File: config.mk
export PLATFORM = sky130hd
export DESIGN_NAME = wct_ctrl
export DESIGN_NICKNAME = d
export VERILOG_FILES = /design/src/sv/wct_pkg.sv /design/src/sv/wct_ctrl.sv
export SDC_FILE = /design/constraint.sdc
export NUM_CORES = 1
export LEC_CHECK = 0
export BUFFER_PORTS_ARGS = -buffer_cell sky130_fd_sc_hd__buf_2
export CAP_MARGIN = 30
export CELL_PAD_IN_SITES_DETAIL_PLACEMENT = 1
export CELL_PAD_IN_SITES_GLOBAL_PLACEMENT = 2
export CORE_AREA = 8 8 195 197
export CTS_CLUSTER_SIZE = 16
export DETAILED_ROUTE_END_ITERATION = 6
export DIE_AREA = 0 0 203 205
export GPL_TIMING_DRIVEN = 1
export PLACE_DENSITY_LB_ADDON = 0.1
export SETUP_SLACK_MARGIN = 0.1
export SLEW_MARGIN = 20
export SYNTH_ARGS = -nofsm -noshare
export SYNTH_HDL_FRONTEND = slang
export SYNTH_SLANG_ARGS = --single-unit
File: constraint.sdc
create_clock -name clk -period 8.4 [get_ports clk]
set_input_delay 1.68 -clock clk [delete_from_list [all_inputs] [get_ports clk]]
set_output_delay 1.68 -clock clk [all_outputs]
set_load 0.01 [all_outputs]
File: src/sv/wct_pkg.sv
package wct_pkg;

    // Table geometry.
    localparam int unsigned CAPACITY = 4096;
    localparam int unsigned IDX_W    = $clog2(CAPACITY);
    localparam logic [31:0] COOLDOWN_RESET = 32'd300;

    // Command codes of an input word.
    localparam logic CMD_OBSERVE = 1'b0;
    localparam logic CMD_CLEAR   = 1'b1;

    // One table entry as stored in memory.
    typedef struct packed {
        logic        valid;
        logic [31:0] addr;
        logic [7:0]  owner;
        logic [31:0] frame;
    } entry_t;

    localparam int unsigned ENTRY_W = $bits(entry_t);

    // One result word.
    typedef struct packed {
        logic        conflict;
        logic [7:0]  contender_id;
        logic [33:0] signature;
        logic        overflow;
    } result_t;

    // Memory access request from the controller.
    typedef struct packed {
        logic             we;
        logic [IDX_W-1:0] waddr;
        entry_t           wdata;
        logic             re;
        logic [IDX_W-1:0] raddr;
    } mem_req_t;

    // Controller status toward the top level.
    typedef struct packed {
        logic idle;
        logic done;
    } ctrl_status_t;

    // Signature over the pair of ids, taken in sorted order, and the address.
    function automatic logic [33:0] pair_signature(
        input logic [7:0]  x,
        input logic [7:0]  y,
        input logic [31:0] a
    );
        logic [7:0] lo;
        logic [7:0] hi;
        lo = (x < y) ? x : y;
        hi = (x < y) ? y : x;
        return {26'd0, lo} ^ {25'd0, hi, 1'b0} ^ {a, 2'b00};
    endfunction

endpackage

File: src/sv/wct_ctrl.sv
module wct_ctrl (
    input  logic                  clk,
    input  logic                  rst_n,
    input  logic                  item_take,
    input  logic                  cmd,
    input  logic [31:0]           address,
    input  logic [7:0]            writer_id,
    input  logic [31:0]           frame_number,
    input  logic [31:0]           cooldown,
    input  logic                  res_take,
    input  wct_pkg::entry_t       rdata,
    output wct_pkg::mem_req_t     mem_req,
    output wct_pkg::result_t      res,
    output wct_pkg::ctrl_status_t status
);

    typedef enum logic [5:0] {
        ST_CLEAR  = 6'b000001,
        ST_IDLE   = 6'b000010,
        ST_SCAN   = 6'b000100,
        ST_PRUNE  = 6'b001000,
        ST_INSERT = 6'b010000,
        ST_DONE   = 6'b100000
    } state_t;

    localparam logic [wct_pkg::IDX_W:0]   CAP_CNT  = (wct_pkg::IDX_W+1)'(wct_pkg::CAPACITY);
    localparam logic [wct_pkg::IDX_W-1:0] LAST_IDX = wct_pkg::IDX_W'(wct_pkg::CAPACITY - 1);

    state_t                    state_reg, state_next;
    logic [wct_pkg::IDX_W:0]   cnt_reg, cnt_next;
    logic                      pend_reg, pend_next;
    logic [wct_pkg::IDX_W-1:0] pidx_reg, pidx_next;
    logic                      free_found_reg, free_found_next;
    logic [wct_pkg::IDX_W-1:0] free_idx_reg, free_idx_next;
    logic [wct_pkg::IDX_W:0]   used_reg, used_next;
    logic                      clr_out_reg, clr_out_next;
    logic [31:0]               addr_reg, addr_next;
    logic [7:0]                wr_reg, wr_next;
    logic [31:0]               now_reg, now_next;
    wct_pkg::result_t          res_reg, res_next;

    logic   issue;
    logic   last;
    logic   hit;
    logic   stale;
    wct_pkg::entry_t new_entry;

    assign issue = (cnt_reg < CAP_CNT);
    assign last  = pend_reg && (pidx_reg == LAST_IDX);
    assign hit   = rdata.valid && (rdata.addr == addr_reg);
    assign stale = rdata.valid && ((now_reg - rdata.frame) > cooldown);
    assign new_entry = '{valid: 1'b1, addr: addr_reg, owner: wr_reg, frame: now_reg};

    assign res    = res_reg;
    assign status = '{idle: (state_reg == ST_IDLE), done: (state_reg == ST_DONE)};

    // Sweep sequencer: clear, lookup, prune and insert.
    always_comb
    begin
        state_next      = state_reg;
        cnt_next        = cnt_reg;
        pend_next       = 1'b0;
        pidx_next       = pidx_reg;
        free_found_next = free_found_reg;
        free_idx_next   = free_idx_reg;
        used_next       = used_reg;
        clr_out_next    = clr_out_reg;
        addr_next       = addr_reg;
        wr_next         = wr_reg;
        now_next        = now_reg;
        res_next        = res_reg;
        mem_req         = '0;

        unique case (state_reg)
            ST_CLEAR:
            begin
                mem_req.we    = 1'b1;
                mem_req.waddr = cnt_reg[wct_pkg::IDX_W-1:0];
                mem_req.wdata = '0;
                cnt_next      = cnt_reg + 1'b1;
                used_next     = '0;
                if (cnt_reg[wct_pkg::IDX_W-1:0] == LAST_IDX)
                begin
                    res_next   = '0;
                    state_next = clr_out_reg ? ST_DONE : ST_IDLE;
                end
            end
            ST_IDLE:
            begin
                cnt_next        = '0;
                free_found_next = 1'b0;
                if (item_take)
                begin
                    addr_next = address;
                    wr_next   = writer_id;
                    now_next  = frame_number;
                    res_next  = '0;
                    if (cmd == wct_pkg::CMD_CLEAR)
                    begin
                        clr_out_next = 1'b1;
                        state_next   = ST_CLEAR;
                    end
                    else if (writer_id == 8'd0)
                    begin
                        state_next = ST_DONE;
                    end
                    else
                    begin
                        state_next = ST_SCAN;
                    end
                end
            end
            ST_SCAN:
            begin
                mem_req.re    = issue;
                mem_req.raddr = cnt_reg[wct_pkg::IDX_W-1:0];
                pend_next     = issue;
                pidx_next     = cnt_reg[wct_pkg::IDX_W-1:0];
                if (issue)
                begin
                    cnt_next = cnt_reg + 1'b1;
                end
                if (pend_reg && hit)
                begin
                    mem_req.we    = 1'b1;
                    mem_req.waddr = pidx_reg;
                    mem_req.wdata = new_entry;
                    if (rdata.owner != 8'd0 && rdata.owner != wr_reg)
                    begin
                        res_next.conflict     = 1'b1;
                        res_next.contender_id = rdata.owner;
                        res_next.signature    =
                            wct_pkg::pair_signature(wr_reg, rdata.owner, addr_reg);
                    end
                    pend_next  = 1'b0;
                    state_next = ST_DONE;
                end
                else if (pend_reg)
                begin
                    if (!rdata.valid && !free_found_reg)
                    begin
                        free_found_next = 1'b1;
                        free_idx_next   = pidx_reg;
                    end
                    if (last)
                    begin
                        pend_next = 1'b0;
                        cnt_next  = '0;
                        state_next = (used_reg < CAP_CNT) ? ST_INSERT : ST_PRUNE;
                    end
                end
            end
            ST_PRUNE:
            begin
                mem_req.re    = issue;
                mem_req.raddr = cnt_reg[wct_pkg::IDX_W-1:0];
                pend_next     = issue;
                pidx_next     = cnt_reg[wct_pkg::IDX_W-1:0];
                if (issue)
                begin
                    cnt_next = cnt_reg + 1'b1;
                end
                if (pend_reg && stale)
                begin
                    mem_req.we    = 1'b1;
                    mem_req.waddr = pidx_reg;
                    mem_req.wdata = '0;
                    used_next     = used_reg - 1'b1;
                    if (!free_found_reg)
                    begin
                        free_found_next = 1'b1;
                        free_idx_next   = pidx_reg;
                    end
                end
                if (last)
                begin
                    pend_next = 1'b0;
                    if (free_found_next)
                    begin
                        state_next = ST_INSERT;
                    end
                    else
                    begin
                        res_next.overflow = 1'b1;
                        state_next        = ST_DONE;
                    end
                end
            end
            ST_INSERT:
            begin
                mem_req.we    = 1'b1;
                mem_req.waddr = free_idx_reg;
                mem_req.wdata = new_entry;
                used_next     = used_reg + 1'b1;
                state_next    = ST_DONE;
            end
            ST_DONE:
            begin
                if (res_take)
                begin
                    state_next = ST_IDLE;
                end
            end
            default:
            begin
                state_next = ST_IDLE;
            end
        endcase
    end

    // Control state.
    always_ff @(posedge clk or negedge rst_n)
    begin
        if (!rst_n)
        begin
            state_reg      <= ST_CLEAR;
            cnt_reg        <= '0;
            pend_reg       <= 1'b0;
            free_found_reg <= 1'b0;
            used_reg       <= '0;
            clr_out_reg    <= 1'b0;
        end
        else
        begin
            state_reg      <= state_next;
            cnt_reg        <= cnt_next;
            pend_reg       <= pend_next;
            free_found_reg <= free_found_next;
            used_reg       <= used_next;
            clr_out_reg    <= clr_out_next;
        end
    end

    // Payload registers.
    always_ff @(posedge clk)
    begin
        pidx_reg     <= pidx_next;
        free_idx_reg <= free_idx_next;
        addr_reg     <= addr_next;
        wr_reg       <= wr_next;
        now_reg      <= now_next;
        res_reg      <= res_next;
    end

endmodule

* After elaboration in Yosys (flattened, before gate mapping) *
Cells that the tools add are included.

cells by class
  add/sub/neg operators = 4
  multiply operators = 0
  div/mod/pow operators = 0
  $lt $le $gt $ge = 4
  eq/ne operators = 24
  shift-type cells = 0
  muxes and demuxes = 50
  bitwise gates (word level) = 2
  reductions and logical operators = 26

operators with widths
  kind                                                number
  one-hot mux 86 bit (4 select lines)                 1
  2-to-1 mux 86 bit                                   2
  one-hot mux 43 bit (3 select lines)                 1
  2-to-1 mux 44 bit                                   2
  2-to-1 mux 43 bit                                   2
  2-to-1 mux 13 bit                                   6
  2-to-1 mux 6 bit                                    11
  2-to-1 mux 12 bit                                   5
  one-hot mux 13 bit (4 select lines)                 1
  one-hot mux 13 bit (3 select lines)                 1
  one-hot mux 6 bit (6 select lines)                  1
  bitwise XOR 9 x 34 -> 34 bit                        1
  equality test 32 bit                                1
  > comparator 32 bit                                 1
  subtractor 32 bit                                   1
  adder 13 x 1 -> 13 bit, second input constant       2
  less-than comparator 13 bit, second input constant  2
  equality test 12 bit, second input constant         2
  inequality test 2 bit, second input constant        12
  one-hot mux 12 bit (2 select lines)                 1
  2-to-1 mux 8 bit                                    2
  subtractor 13 x 1 -> 13 bit, second input constant  1
  AND reduction 6 bit                                 2
  nonzero test 3 bit                                  4
  other kinds (25)                                    45

word-level totals
  flip-flop bits (word level) = 175
  latch bits = 0
  bits in writable memories = 0
  bits in read-only memories = 0
  output and inout port bits = 145
  word-level logic and storage cells = 125
  memories = 0

* Logic depth before layout (Yosys ltp) *
  word-level depth = 9
  mapped depth = 22
  depth with buffers taken out = 21

* Worst setup path before layout *
OpenSTA, ideal clock, no wires.

  path kind = input to output
  start point = input port rdata[0] (netlist bit)
  end point = output port mem_req[86] (netlist bit)
  arrival time = 5.716 ns
  data required time = 6.720 ns
  setup slack = 1.004 ns
  cell stages on the path = 19
  path buffers = 1
  cell sequence = ha_1 > inv_1 > fa_1 > a211oi_1 > nor2_1 > o21ai_0 > o211ai_1 > a21boi_0 > o21bai_1 > xor2_1 > ha_1 > and4_1 > a221o_1 > a221o_1 > a221o_1 > nand3_1 > o31a_1 > clkbuf_1 > o21ai_0

RTL lines
  item             RTL line        RTL
  start, declared  wct_ctrl.sv:11  input wct_pkg::entry_t rdata,
  end, declared    wct_ctrl.sv:12  output wct_pkg::mem_req_t mem_req,

==> out/results.ini <==
[setup_path]
endpoint_kind=primary output
cp-start-kind=input port
critical_path_arrival_ps=6070
cp.required_ps=6720
cp-startpoint=rdata[0]
r2r-start=now_reg[0]
path_class=in -> out
crit_path_max_fanout=12

[clock_tree]
cts_tree=done
cts_made_buffers=17
cts.sinks=175
clk_latency_ps=450
clkSlewWorstSetupHoldPaths_ps=70
clock_path_buffers=2
cts-root-buf=clkbuf_16
htreeDepth=4

[sta]
tns_ps=0
worst_slew_margin_rel_pct=40.2
fin_crit_sh_pct=92.3
hold_viol=0
setup_viol=0
max_freq_mhz=129
skew_ps=12.7
rsz0062_at_grt=false
period_needed_ps=7750
worstMarginPinSlew_ps=888
drv_slew=0

[global_route]
antenna_found_initial=6
grt_usage_pct=20.1
grt_max_degree=63
grt_overflow=0
grt_pass1_vias=10193
grt_pass1_wl_mm=63.9

[synth]
synth_cells=1086
ys.flop_type=edfxtp_1
async_flop_share_pct=20.0
ys_ff_latch=175
synthXorXnorAreaFrac_pct=6.82
yosysSeqAreaShare_pct=46.0
synth_top_family_by_area=simple AND/OR/NAND/NOR gates
synth_edf_count=140
syn_nets=1354
synth.distinct_cells=69
synthAdderAreaFrac_pct=9.87
yosysWarnings=0
synthMuxAreaShare_pct=0.804
synthSimpleGateAreaFrac_pct=18.2
avgSynthCellArea_um2=10.2
synth.cell_area_um2=11000
synth-compound-area-share_pct=13.5

[route]
drtAntennaViolNets=0
dr.pass1.iters=4
wl_per_cell_um=22.1
via_per_inst=5.02
routed_wl_mm=41.9
via_count=9525
drc_errors=0
drt_iter0_drc=376

[placed_design]
place_inst=1860
post_dp_cell_area_um2=13300
dp_hpwl_mm=33.2
gp_congestion=0.829
io_buffers=326

[power_and_ir_drop]
ir_drop_v=0.000147
power.total_mw=3.94
power_density_nw_per_um2=282
p_leak_nw=6.54

[finish]
drive_above_1_share_pct=27.9
syn2layout_area_growth_pct=26.4
final_cells=1897
finalNetCount=1687
nFillCells=4098
final_area_um2=14000
largest_register_ffs=44

[min_path]
min_from=pidx_reg[9]
hold_path.class=reg -> reg

[floorplan]
ios=327
rows=69
die-area_um2=41600
die_y_um=205
die_x_um=203
coreArea_um2=35000
start_util_pct=31.6

[run_status]
status=finished clean

[run]
cap_violations=0

-- metrics by stage --
stage | hold WS, ps | utilization [%] | setup slack, ps
global placement | 467 | 38.0 | 535
global route | 507 | 39.9 | 175
detailed placement | 473 | 38.1 | 364
CTS | 491 | 39.9 | 348
finish | 495 | 39.9 | 647
floorplan | 450 | - | 1000
-- final timing paths --
path / endpoint / cells past startpoint / slack [ps]
setup reg to reg: used_reg[8] / 21 / 3220
max in group asynchronous: state_reg[0] / 2 / 6820
setup / recovery: mem_req[86] / 21 / 650
min in group asynchronous: used_reg[7] / 1 / 1080
hold reg to reg: free_idx_reg[9] / 0 / 500
hold / removal: free_idx_reg[9] / 0 / 500
-- timing repair --
item | 4_1_cts | 5_1_grt
setup buffers | 0 | 0
resized for setup | 0 | 2
setup endpoints to repair | 0 | 12
hold buffers | 0 | 0
-- critical path, cell delays in order --
cell	delay, ps
buf_2	80
ha_1	160
inv_1	50
fa_1	420
a211oi_1	220
nor2_1	100
o21ai_0	300
o211ai_1	250
a21boi_1	270
o21bai_1	110
xor2_1	150
ha_1	180
a21o_1	180
a21o_1	170
a221o_1	290
a221o_1	390
a221o_1	290
nand3_1	140
o31a_2	330
o21ai_0	120
buf_2	160
-- synth_stat cells, types with 34 or more instances --
| library cell | n | share of area [%] |
|---|---|---|
| a21o_1 | 34 | 2.3 |
| a21oi_1 | 53 | 2.4 |
| and3_1 | 55 | 3.1 |
| dfrtp_1 | 34 | 7.7 |
| edfxtp_1 | 140 | 38 |
| ha_1 | 84 | 9.5 |
| inv_1 | 103 | 3.5 |
| nand2_1 | 51 | 1.7 |
| nand3_1 | 35 | 1.6 |
| nor2_1 | 51 | 1.7 |
| nor2b_1 | 90 | 5.1 |
| o21ai_0 | 52 | 2.4 |
| xnor2_1 | 68 | 5.4 |
-- cell usage in the layout (no fill, tap or decap), types with 14 or more instances in the layout --
master,count
a21o_1,34
a21oi_1,52
and3_1,55
buf_2,326
buf_4,16
clkbuf_16,20
dfrtp_1,34
edfxtp_1,140
ha_1,84
inv_1,103
nand2_1,51
nand3_1,35
nand4_1,19
nor2_1,50
nor2b_1,89
nor3_1,23
o21ai_0,52
o22ai_1,14
xnor2_1,68
xor2_1,18
-- cells by family (layout without fill, tap and decap cells) --
| family | Yosys count | in the layout |
|---|---|---|
| flops | 175 | 175 |
| compound gates | 230 | 230 |
| simple gates | 365 | 365 |
| mux | 8 | 8 |
| xor+xnor | 86 | 86 |
| buf+inv | 136 | 482 |
| fa+ha+maj | 86 | 86 |
| other cells | 0 | 4 |
-- per-layer routing --
| layer | GRT usage, % | wire [µm] | vias to the layer above |
|---|---|---|---|
| li1 | - | - | 4570 |
| met1 | 25.4 | 18700 | 4660 |
| met2 | 34.9 | 20200 | 256 |
| met3 | 4.52 | 2370 | 29 |
| met4 | 4.20 | 454 | 10 |
| met5 | 0 | 61 | - |
-- area by class of cell --
type                    instances  area [µm²]  area share, %
flip-flops and latches        175        5080           36.4
clock buffers                  24         546           3.91
well taps                     461         577           4.13
clock inverters                 8        83.8          0.600
diodes                          4        10.0         0.0717
multi-input cells             775        5470           39.1
inverters                     106         410           2.94
repair buffers                344        1790           12.8
-- power breakdown --
group	switching (mW)	internal [mW]	total, mW
registers	0.156	1.25	1.41
clock network	0.370	0.491	0.861
logic	1.01	0.662	1.67
Power figures use the tool's default switching activity.
