## src/sv/wct_ram.sv

```systemverilog
module wct_ram #(
    parameter int unsigned WIDTH = 8,
    parameter int unsigned DEPTH = 16
) (
    input  logic                     clk,
    input  logic                     we,
    input  logic [$clog2(DEPTH)-1:0] waddr,
    input  logic [WIDTH-1:0]         wdata,
    input  logic                     re,
    input  logic [$clog2(DEPTH)-1:0] raddr,
    output logic [WIDTH-1:0]         rdata
);

    logic [WIDTH-1:0] mem [DEPTH];

    // One write port and one registered read port.
    always_ff @(posedge clk)
    begin
        if (we)
        begin
            mem[waddr] <= wdata;
        end
        if (re)
        begin
            rdata <= mem[raddr];
        end
    end

endmodule

```

## config.mk

```make
export PLATFORM = sky130hd
export DESIGN_NAME = wct_ram
export DESIGN_NICKNAME = d
export VERILOG_FILES = /design/src/sv/wct_ram.sv
export SDC_FILE = /design/constraint.sdc
export NUM_CORES = 1
export LEC_CHECK = 0
export BUFFER_PORTS_ARGS = -buffer_cell sky130_fd_sc_hd__buf_2
export CAP_MARGIN = 10
export CORE_UTILIZATION = 60
export DETAILED_ROUTE_END_ITERATION = 8
export PLACE_DENSITY = 0.78
export SYNTH_ARGS = -nofsm -noshare
export SYNTH_HDL_FRONTEND = slang
export SYNTH_SLANG_ARGS = --single-unit
```

## constraint.sdc

```tcl
create_clock -name clk -period 4.7 [get_ports clk]
set_input_delay 1.41 -clock clk [delete_from_list [all_inputs] [get_ports clk]]
set_output_delay 1.41 -clock clk [all_outputs]
set_load 0.02 [all_outputs]
```

; ---- Yosys cells after proc, flatten, opt, wreduce, memory -nomap -nowiden
; Memories as Yosys holds them, arrays and structs flattened. A register that Yosys moved wholly into a read port is not among the register bits.
; Cells that the tools add are included.
[word_totals]
word_cells = 3
reg_bits = 0
mem_bits_rw = 128
mem_count = 1
[memory_table]
columns = name, depth, word_bits, read_ports, rd_ports_with_merged_regs, wr, line_no
row1 = mem, 16, 8, 1, 1, 1, 14  ; logic [WIDTH-1:0] mem [DEPTH];
[op_classes]
muxes = 2
[op_table]
columns = cell, n
row1 = $mux 1, 2

; ---- Longest topological paths before layout
; Gate-level depths: netlist of the first run.
[logic_depth]
word_depth = 2
depth_mapped = 5
ltp_nobuf = 3

; ---- Worst setup path before layout of the first run
; OpenSTA, ideal clock, no wires.
[synth_path]
path_type = input -> register
start = in waddr[2]
end = mem mem[0][0] (enable)
stages = 2
arrival_ns = 2.520
path_buffers = 0
path_slack_ns = 1.797
cell_sequence = or3b_2 nor3_1
[synth_rtl]
columns = element, line_no
row1 = from (decl), 7  ; input logic [$clog2(DEPTH)-1:0] waddr,
row2 = to (decl), 14
; No word-level cell before the write port.

==> metrics.sh, run 1 <==
COMBINATIONAL_POWER_SHARE=0.045
SYNTH_WARNINGS=0
LENGTH_OF_ROUTED_MET3_WIRING_UM=510
ROW_COUNT=33
POWER.SHARE.SWITCHING=0.199
FILLER_CELL_COUNT=493
DR_TOTAL_VIAS=2482
POWER.DENSITY_nW_PER_UM2=461
TIMING.FINAL.WS_SETUP_NS=1.84
CRITICAL_HOLD_PATH_STARTPOINT='mem[14][6]$_DFFE_PP_'
POWER.LEAKAGE_nW=2.02
MAPPED_AREA_UM2=5230
WORST-ENDPOINT-REQUIRED_NS=4.97
STATUS='finished clean'
SLEW_HEADROOM=0.229
DETAILROUTE.WIRELENGTH.MET2_UM=4850
MAX_FREQ_MHz=349
DR_ITER_0_VIOLS=284
CP-STARTPOINT='raddr[0]'
DRV_SLEW=0
SETUP_TNS_NS=0
POSTCTSHOLDBUFS=0
TIMING.RR.START='mem[5][3]$_DFFE_PP_'
LAYOUT.CORE_UTILIZATION=0.721
FIRST_GLOBAL_VIAS=2422
MAPPEDNETLISTNETS=248
POWER.SWITCHING_mW=0.552
TIMING.CRITICAL_PATH.FANOUT_MAX=18
ANTENNADIODECOUNT=0
YS_FF_LATCH=136
CLOCK_POWER_SHARE=0.459
POST_SYNTHESIS_SEQUENTIAL_AREA_RATIO=0.781
ASYNC_FLOP_SHARE=0
FIN_CRIT_SH=0.609
SYN_AVG_CELL_AREA_UM2=22.8
ENDPOINT_KIND='register'
FP.DIEAREA_UM2=9090
FINALHOLDVIOLATIONS=0
CRIT_PATH_CELL_TRACE='buf_2 > buf_4 > mux4_1 > a22oi_1 > nand2_1'
FINALSETUPVIOLATIONS=0
WORST_SLEW_PIN_SLEW_NS=1.15
LAYOUT.NETS=287
SEQ_POWER_SHARE=0.496
HOLD_PATH.CLASS='register to register'
FLOORPLAN.INITIALDENSITY=0.627
IO_PINS=27
MOST_FREQUENT_CELLS_IN_THE_LAYOUT='sky130_fd_sc_hd__edfxtp_1 (136), sky130_fd_sc_hd__buf_2 (26), sky130_fd_sc_hd__mux4_2 (18), sky130_fd_sc_hd__a22oi_1 (16), sky130_fd_sc_hd__clkbuf_16 (16)'
CTSROOTBUFFERMASTER='sky130_fd_sc_hd__clkbuf_8'
FIRSTDRTPASSITERS=6
WORST_PATH_LARGEST_CELL_DELAY_NS=0.65
LAYOUT_COMMONEST_CELL='sky130_fd_sc_hd__edfxtp_1'
CELLINTERNALPOWER_mW=2.22
GR-TOTAL-OVERFLOW=0
WORST_EP_ARRIVAL_NS=3.13
FLOW.AREA_GROWTH_FROM_SYNTHESIS_PCT=15.1
NUMCLOCKSINKS=136
DRT_DRC_VIOLATIONS_LEFT=0
DETAIL_ROUTE.WIRELENGTH_UM=9850
HPWLAFTERDP_UM=5890
NUMBER_OF_LEVELS_THE_H_TREE_WAS_SPLIT_INTO=4
CTS.REPAIR_TIMING.SETUP_BUFFER_COUNT=0
MAX_CAP_VIOL_COUNT=0
CTS.CLK_SLEW.WORST_PATHS_NS=0.06
CTS-RESIZED-GATES=0
SYNTH_CELL_TYPE_COUNT=18
GRT_START_MAX_NET_PINS=33
CTS-ROOT-TO-SINK-BUFFERS=2
DIE_WIDTH_UM=95.3
PERIOD_NEEDED_NS=2.86
GP_ROUTABILITY_CONGESTION=0.699
FIN_WORST_SKEW_NS=0.00558
CORE_REGION_AREA_UM2=8340
GRT_FIRST_PASS_WIRELENGTH_UM=14400
DESIGN_POWER_TOTAL_mW=2.77
TRITONCTS='yes'
POST_SYNTH_INST_COUNT=229
CP-START-KIND='input pin'
DRTANTENNAVIOLNETS=0
GRTUSAGETOTAL=0.248
NUMBER_OF_FLOPS_MAPPED_TO_ENABLE_CELLS_BY_YOSYS=136
CTS-BUFFERS-INSERTED=17
INSERTION_DELAY_NS=0.52
POSTSYNTH.TOPFLOPCELL='sky130_fd_sc_hd__edfxtp_1'
POST_LAYOUT_NONFILLER_INSTANCES=386
TIMING.CRITICAL_PATH.SLOWEST_STAGE_CELL='sky130_fd_sc_hd__mux4_1'
DRIVE_GT1_FRAC=0.288
FLOORPLAN.DIE.HEIGHT_UM=95.3
DRT-MET1-WL_UM=4190
WORST-SETUP-PATH-TYPE='input pin to register'
BUFFER_PORTS.INSERTED=26
DETAILEDPLACE.WORSTSLACK_NS=1.33
TOP_SIGNAL_LAYER_USED='met4'
AVGVIACOUNTPERCELL=6.43
PEAKVDDDROP_V=0.000297
RSZ0062_AT_GRT='false'
NUMBER_OF_ANTENNA_VIOLATIONS_AT_THE_FIRST_CHECK_IN_GLOBAL_ROUTING=0
PLACE.DETAILED.INSTANCES=353
WL_PER_CELL_UM=25.5
synth_stat cells, drive strengths merged, types with 2 or more instances:
library cell	count	area [um2]
a22oi	16	120
buf	7	56.3
clkdlybuf4s25	3	30.0
edfxtp	136	4080
mux4	32	773
nand2	9	33.8
nand2b	2	12.5
nand3b	2	15.0
nor2	13	48.8
nor3	4	20.0
power by group through the flow:
stage               clock (mW)  combinational (mW)  sequential [mW]
floorplan                    0              0.0690             1.40
global placement             0               0.120             1.40
detailed placement           0               0.123             1.40
CTS                       1.29               0.124             1.37
global route              1.34               0.133             1.38
finish                    1.27               0.124             1.37
final timing paths:
check        slack, ns  cells after the start            endpoint
max               1.84                      5  rdata[3]$_DFFE_PP_
min               0.74                      3  rdata[6]$_DFFE_PP_
max reg2reg       3.15                      3  rdata[3]$_DFFE_PP_
min reg2reg       0.74                      3  rdata[6]$_DFFE_PP_
sequential cells by signal, indices dropped and copies added (netlist names):
| register | count |
|---|---|
| mem | 128 |
| rdata | 8 |
worst max-delay path: cells and delay by family:
kind,cells,cell delay (ns)
AND/OR/NAND/NOR,1,0.09
buffers and inverters,2,0.75
AO/OA/AOI/OAI,1,0.22
multiplexers,1,0.65
kinds of logic (layout without fill, tap and decap cells):
group	after synthesis	count (layout)	share of synthesized area
compound gates	16	16	0.0230
buf+inv	10	62	0.0165
flops	136	136	0.781
mux	32	32	0.148
simple gates	35	35	0.0314
metrics by stage:
step	instance area (um2)	hold slack, ns
floorplan	5230	0.705
global placement	5440	0.726
detailed placement	5440	0.733
CTS	6010	0.746
global route	6020	0.775
finish	6020	0.745
final cells by class:
| cell class | instances | area [um2] | area share |
|---|---|---|---|
| Sequential cell | 136 | 4080 | 0.679 |
| Clock inverter | 13 | 154 | 0.0256 |
| Multi-Input combinational cell | 83 | 1070 | 0.177 |
| Clock buffer | 19 | 422 | 0.0701 |
| Timing Repair Buffer | 30 | 158 | 0.0262 |
| Tap cell | 105 | 131 | 0.0218 |
routing by layer:
layer / GRT usage / up-vias
li1: - / 1061
met1: 0.334 / 1280
met2: 0.377 / 111
met3: 0.0845 / 30
met4: 0.0960 / 0
met5: 0 / -
(Power assumes the default switching activity.)
==> inputs of run 2 (changes only) <==
--- a/config.mk
+++ b/config.mk
@@ -5,11 +5,12 @@
 export SDC_FILE = /design/constraint.sdc
 export NUM_CORES = 1
 export LEC_CHECK = 0
+export ABC_AREA = 1
 export BUFFER_PORTS_ARGS = -buffer_cell sky130_fd_sc_hd__buf_2
 export CAP_MARGIN = 10
-export CORE_UTILIZATION = 60
+export CORE_UTILIZATION = 55
 export DETAILED_ROUTE_END_ITERATION = 8
-export PLACE_DENSITY = 0.78
+export PLACE_DENSITY = 0.75
 export SYNTH_ARGS = -nofsm -noshare
 export SYNTH_HDL_FRONTEND = slang
 export SYNTH_SLANG_ARGS = --single-unit
==> constraint.sdc (replaced) <==
create_clock -name clk -period 2.4 [get_ports clk]
set_input_delay 0.72 -clock clk [delete_from_list [all_inputs] [get_ports clk]]
set_output_delay 0.72 -clock clk [all_outputs]
set_load 0.02 [all_outputs]
==> run 2 against run 1 <==
Net effect: die area is 22% higher; cell area is 12% higher; clock skew is 0.0047 ns higher; power is 94% higher; cell count is 92% higher; critical path type is now register to primary output; routed wire length is 30% higher.
==> metrics.sh, run 2 <==
CTSROOTBUFFERMASTER='sky130_fd_sc_hd__clkbuf_8'
FIRST_GLOBAL_VIAS=3854
FIRSTDRTPASSITERS=5
DRTANTENNAVIOLNETS=0
CRITICAL_PATH.TOP_DELAY_FAMILY='flip-flops'
POSTSYNTH.TOPFLOPCELL='sky130_fd_sc_hd__edfxtp_1'
CORE_REGION_AREA_UM2=10300
POST_SYNTH_INST_COUNT=551
FP.DIEAREA_UM2=11000
DETAILED_PLACE.AREA_UM2=6170
POST_SYNTH_MAIN_AREA_CONTRIBUTORS='sky130_fd_sc_hd__edfxtp_1 (70%), sky130_fd_sc_hd__nand2_1 (11%), sky130_fd_sc_hd__nand3_1 (8.3%)'
BIGGESTREGSBYFLOPS='mem (128), rdata (8)'
FLOORPLAN.DIE.HEIGHT_UM=105
WORST-ENDPOINT-REQUIRED_NS=1.68
WHS_NS=0.543
LAYOUT.NETS=611
SYN_AVG_CELL_AREA_UM2=10.6
WL_PER_CELL_UM=17.3
INSERTION_DELAY_NS=0.53
AVGVIACOUNTPERCELL=5.28
YS_FF_LATCH=136
MOST_FREQUENT_CELLS_IN_THE_LAYOUT='sky130_fd_sc_hd__nand2_1 (173), sky130_fd_sc_hd__edfxtp_1 (136), sky130_fd_sc_hd__inv_1 (100), sky130_fd_sc_hd__nand3_1 (97), sky130_fd_sc_hd__buf_2 (26)'
TIMING.FINAL.WS_SETUP_NS=0.563
POWER.LEAKAGE_nW=2.90
IO_PINS=27
CRIT_PATH_CELL_TRACE='buf_2'
CP-START-KIND='register'
MAX_REG_FLOPS=128
SYNTH_WARNINGS=0
CTS.CLK_SLEW.WORST_PATHS_NS=0.07
REGMOSTFLOPS='mem'
ROW_COUNT=37
WORST_PATH_LARGEST_CELL_DELAY_NS=0.40
MAPPEDNETLISTNETS=570
ASYNC_FLOP_SHARE=0
HOLD_PATH.CLASS='input pin to register'
FIN_AREA_UM2=6710
PERIOD_NEEDED_NS=1.84
DR_TOTAL_VIAS=3916
DETAILEDPLACE.WORSTSLACK_NS=0.316
MAPPED_AREA_UM2=5850
TIMING.CRITICAL_PATH.FANOUT_MAX=1
STATUS='finished clean'
LAYOUT_COMMONEST_CELL='sky130_fd_sc_hd__nand2_1'
ENDPOINT_KIND='primary output'
GRTUSAGETOTAL=0.253
POST_SYNTHESIS_SEQUENTIAL_AREA_RATIO=0.698
FINALHOLDVIOLATIONS=0
FINALSETUPVIOLATIONS=0
FIN_CRIT_SH=0.766
BUFFER_PORTS.INSERTED=26
PEAKVDDDROP_V=0.000503
NUMCLOCKSINKS=136
TIMING.CRITICAL_PATH.SLOWEST_STAGE_CELL='sky130_fd_sc_hd__edfxtp_1'
CTS-BUFFERS-INSERTED=17
DETAIL_ROUTE.WIRELENGTH_UM=12800
DIE_WIDTH_UM=105
WORST_EP_ARRIVAL_NS=1.12
DRT_DRC_VIOLATIONS_LEFT=0
NUMBER_OF_ANTENNA_VIOLATIONS_AT_THE_FIRST_CHECK_IN_GLOBAL_ROUTING=0
GRT_START_MAX_NET_PINS=65
MAX_CAP_VIOL_COUNT=0
DRV_SLEW=0
NETLIST.TOP_CELL.BY_AREA='sky130_fd_sc_hd__edfxtp_1'
DR_ITER_0_VIOLS=341
TRITONCTS='yes'
POSTCTSHOLDBUFS=0
FIN_WORST_SKEW_NS=0.0102
DRIVE_GT1_FRAC=0.131
NUMBER_OF_LEVELS_THE_H_TREE_WAS_SPLIT_INTO=4
SETUP_TNS_NS=0
CTS-RESIZED-GATES=0
YOSYSMOSTFREQUENTCELL='sky130_fd_sc_hd__nand2_1'
RSZ0062_AT_GRT='false'
NUMBER_OF_FLOPS_MAPPED_TO_ENABLE_CELLS_BY_YOSYS=136
SYNTH_CELL_TYPE_COUNT=11
WORST-PATH-BUF-INV=1
HPWLAFTERDP_UM=7980
SYNTH_TOP_CELLS_BY_COUNT='sky130_fd_sc_hd__nand2_1 (173), sky130_fd_sc_hd__edfxtp_1 (136), sky130_fd_sc_hd__inv_1 (100)'
GRT_FIRST_PASS_WIRELENGTH_UM=20200
WORST-SETUP-PATH-TYPE='register to primary output'
CTS.REPAIR_TIMING.SETUP_BUFFER_COUNT=0
FLOW.AREA_GROWTH_FROM_SYNTHESIS_PCT=14.8
ANTENNADIODECOUNT=0
POWER.DENSITY_nW_PER_UM2=803
CTS-ROOT-TO-SINK-BUFFERS=2
FLOORPLAN.INITIALDENSITY=0.566
WORST_SLEW_PIN_SLEW_NS=0.699
MAX_FREQ_MHz=544
SLEW_HEADROOM=0.532
GR-TOTAL-OVERFLOW=0
YOSYS.AREA.TOP_TYPE_SHARE=0.698
GP_ROUTABILITY_CONGESTION=0.867
[run 2: cell families after synthesis]
logic type,count (synthesis),synth area share
and+or+nand+nor,289,0.208
buffers and inverters,126,0.0939
DFF,136,0.698
[run 2: worst paths after layout]
kind / depth (start not counted) / startpoint / to / slack (ns)
hold reg to reg: 6 / mem[14][4]$_DFFE_PP_ / rdata[4]$_DFFE_PP_ / 0.73
setup reg to reg: 6 / mem[7][0]$_DFFE_PP_ / rdata[0]$_DFFE_PP_ / 1.20
setup / recovery: 1 / rdata[4]$_DFFE_PP_ / rdata[4] / 0.56
hold / removal: 1 / re / rdata[7]$_DFFE_PP_ / 0.54
[run 2: layout make-up]
| class | instances | area, um2 |
|---|---|---|
| Fill cell | 778 | 3610 |
| Clock inverter | 15 | 130 |
| Tap cell | 136 | 170 |
| Timing Repair Buffer | 46 | 318 |
| Multi-Input combinational cell | 289 | 1210 |
| Inverter | 102 | 383 |
| Clock buffer | 17 | 414 |
| Sequential cell | 136 | 4080 |
[run 2: through the flow]
step | utilization | power, mW | instances
after global placement | 0.598 | 3.06 | 709
after floorplan | - | 2.94 | 551
after detailed placement | 0.598 | 3.07 | 709
after global routing | 0.650 | 5.53 | 741
final | 0.650 | 5.39 | 741
after CTS | 0.650 | 5.41 | 741
[run 2: layer usage]
metal	part of all wire	wire [um]	up-vias	track usage
met5	0	0	-	0
met4	0.023	289	0	0.109
met3	0.064	816	25	0.0493
met2	0.50	6430	164	0.424
met1	0.41	5260	1857	0.324
li1	-	-	1870	-
[run 2: where the power goes]
group          internal (mW)  switching, mW  leakage (nW)  total [mW]
clock network           1.37          0.992         0.254        2.36
registers               2.68         0.0138          1.24        2.69
logic                 0.0971          0.239          1.41       0.336
total                   4.14           1.24          2.90        5.39
==> inputs of run 3 (changes only) <==
--- a/config.mk
+++ b/config.mk
@@ -8,9 +8,9 @@
 export ABC_AREA = 1
 export BUFFER_PORTS_ARGS = -buffer_cell sky130_fd_sc_hd__buf_2
 export CAP_MARGIN = 10
-export CORE_UTILIZATION = 55
+export CORE_UTILIZATION = 60
 export DETAILED_ROUTE_END_ITERATION = 8
-export PLACE_DENSITY = 0.75
+export PLACE_DENSITY = 0.78
 export SYNTH_ARGS = -nofsm -noshare
 export SYNTH_HDL_FRONTEND = slang
 export SYNTH_SLANG_ARGS = --single-unit
==> constraint.sdc (replaced) <==
create_clock -name clk -period 1.8 [get_ports clk]
set_input_delay 0.54 -clock clk [delete_from_list [all_inputs] [get_ports clk]]
set_output_delay 0.54 -clock clk [all_outputs]
set_load 0.02 [all_outputs]
==> run 3 against run 2 <==
Net effect: cell count is 0.54% lower; utilization is 7.8 points higher; critical endpoint is now rdata[3]; combinational power is 36% higher; highest routed layer unchanged; routed wire length is 2.7% higher; sequential share of layout area is 0.73 points lower; global-route usage is 2.9 points higher.
==> metrics.sh, run 3 (synthesized netlist as in run 2, its figures left out) <==
GP_ROUTABILITY_CONGESTION=0.872
FIRSTDRTPASSITERS=5
FINALHOLDVIOLATIONS=0
GRT_START_MAX_NET_PINS=65
ANTENNADIODECOUNT=0
FINALSETUPVIOLATIONS=0
CTS.CLK_SLEW.WORST_PATHS_NS=0.06
WORST-ENDPOINT-REQUIRED_NS=1.26
FLOORPLAN.DIE.HEIGHT_UM=101
FLOORPLAN.INITIALDENSITY=0.627
WORST-SETUP-PATH-TYPE='register to primary output'
CTS-BUFFERS-INSERTED=17
CTS-RESIZED-GATES=0
DETAIL_ROUTE.WIRELENGTH_UM=13100
FLOW.AREA_GROWTH_FROM_SYNTHESIS_PCT=16.2
CRITICAL_HOLD_PATH_STARTPOINT='re'
SETUP_TNS_NS=0
MAX_FREQ_MHz=595
NUMBER_OF_LEVELS_THE_H_TREE_WAS_SPLIT_INTO=4
CP-STARTPOINT='rdata[3]$_DFFE_PP_'
NUMCLOCKSINKS=136
RRSETUPSLACK_NS=0.62
TRITONCTS='yes'
PEAKVDDDROP_V=0.000673
ENDPOINT_KIND='primary output'
CTSROOTBUFFERMASTER='sky130_fd_sc_hd__clkbuf_8'
CTS-ROOT-TO-SINK-BUFFERS=2
HPWLAFTERDP_UM=7800
CTS.REPAIR_TIMING.SETUP_BUFFER_COUNT=0
LAYOUT.CORE_UTILIZATION=0.728
TIMING.CRITICAL_PATH.FANOUT_MAX=1
STATUS='finished clean'
PERIOD_NEEDED_NS=1.68
GR-TOTAL-OVERFLOW=0
FIRST_GLOBAL_VIAS=3746
DRIVE_GT1_FRAC=0.133
LAYOUT.NETS=614
IO_PINS=27
HOLD_PATH.CLASS='input pin to register'
WORST_SLEW_PIN_SLEW_NS=0.627
INSERTION_DELAY_NS=0.53
POWER.DENSITY_nW_PER_UM2=1120
WORST_PATH_LARGEST_CELL_DELAY_NS=0.43
AVGVIACOUNTPERCELL=5.44
WORST_EP_ARRIVAL_NS=1.14
CP-START-KIND='register'
BUFFER_PORTS.INSERTED=26
CORE_REGION_AREA_UM2=9330
DIE_WIDTH_UM=101
WL_PER_CELL_UM=17.8
FIN_CRIT_SH=0.934
WORST-PATH-BUF-INV=1
TIMING.RR.START='mem[0][1]$_DFFE_PP_'
POSTCTSHOLDBUFS=0
POWER.LEAKAGE_nW=2.96
FP.DIEAREA_UM2=10100
REGMOSTFLOPS='mem'
LAYOUT_COMMONEST_CELL='sky130_fd_sc_hd__nand2_1'
MOST_FREQUENT_CELLS_IN_THE_LAYOUT='sky130_fd_sc_hd__nand2_1 (173), sky130_fd_sc_hd__edfxtp_1 (136), sky130_fd_sc_hd__inv_1 (100), sky130_fd_sc_hd__nand3_1 (97), sky130_fd_sc_hd__buf_2 (26)'
NUMBER_OF_ANTENNA_VIOLATIONS_AT_THE_FIRST_CHECK_IN_GLOBAL_ROUTING=0
ROW_COUNT=35
GRT_FIRST_PASS_WIRELENGTH_UM=20300
MAX_REG_FLOPS=128
BIGGESTREGSBYFLOPS='mem (128), rdata (8)'
DR_TOTAL_VIAS=4011
RSZ0062_AT_GRT='false'
DRV_SLEW=0
FIN_WORST_SKEW_NS=0.00929
DR_ITER_0_VIOLS=664
DRT_DRC_VIOLATIONS_LEFT=0
SLEW_HEADROOM=0.581
CRIT_PATH_CELL_TRACE='buf_2'
DRTANTENNAVIOLNETS=0
MAX_CAP_VIOL_COUNT=0
GRTUSAGETOTAL=0.283
TIMING.CRITICAL_PATH.SLOWEST_STAGE_CELL='sky130_fd_sc_hd__edfxtp_1'
FILLER_CELL_COUNT=611
CRITICAL_PATH.TOP_DELAY_FAMILY='flip-flops'
run 3: power by group:
| group | internal, mW | switching [mW] |
|---|---|---|
| Sequential | 3.57 | 0.0206 |
| Clock | 2.25 | 1.32 |
| Combinational | 0.132 | 0.325 |
run 3: area by class of cell:
cell class,count,area (um2),share of cell area
flip-flops and latches,136,4080,0.601
inverters,102,383,0.0564
repair buffers,49,340,0.0501
clock inverters,15,198,0.0291
well taps,129,161,0.0238
clock buffers,17,414,0.0610
multi-input cells,289,1210,0.179
run 3: routing by layer:
metal	track usage	share of wire	vias up
met1	0.394	0.41	1837
met3	0.0645	0.10	32
met2	0.430	0.46	269
met4	0.127	0.027	0
li1	-	-	1873
met5	0	0	-
run 3: path summary, 6_finish.rpt:
check,endpoint,depth (start not counted)
max,rdata[3],1
min,rdata[1]$_DFFE_PP_,1
max reg2reg,rdata[1]$_DFFE_PP_,6
min reg2reg,rdata[0]$_DFFE_PP_,6
run 3: per-stage QoR:
stage          instances  hold WS [ns]  setup WS, ns  power, mW  instance area [um2]
2_1_floorplan        551         0.639         0.309       3.92                 5850
5_1_grt              737         0.386         0.104       7.80                 6790
6_report             737         0.395         0.118       7.62                 6790
4_1_cts              737         0.390         0.110       7.62                 6790
3_5_place_dp         705         0.729        0.0165       4.10                 6180
3_3_place_gp         705         0.719        0.0487       4.08                 6180
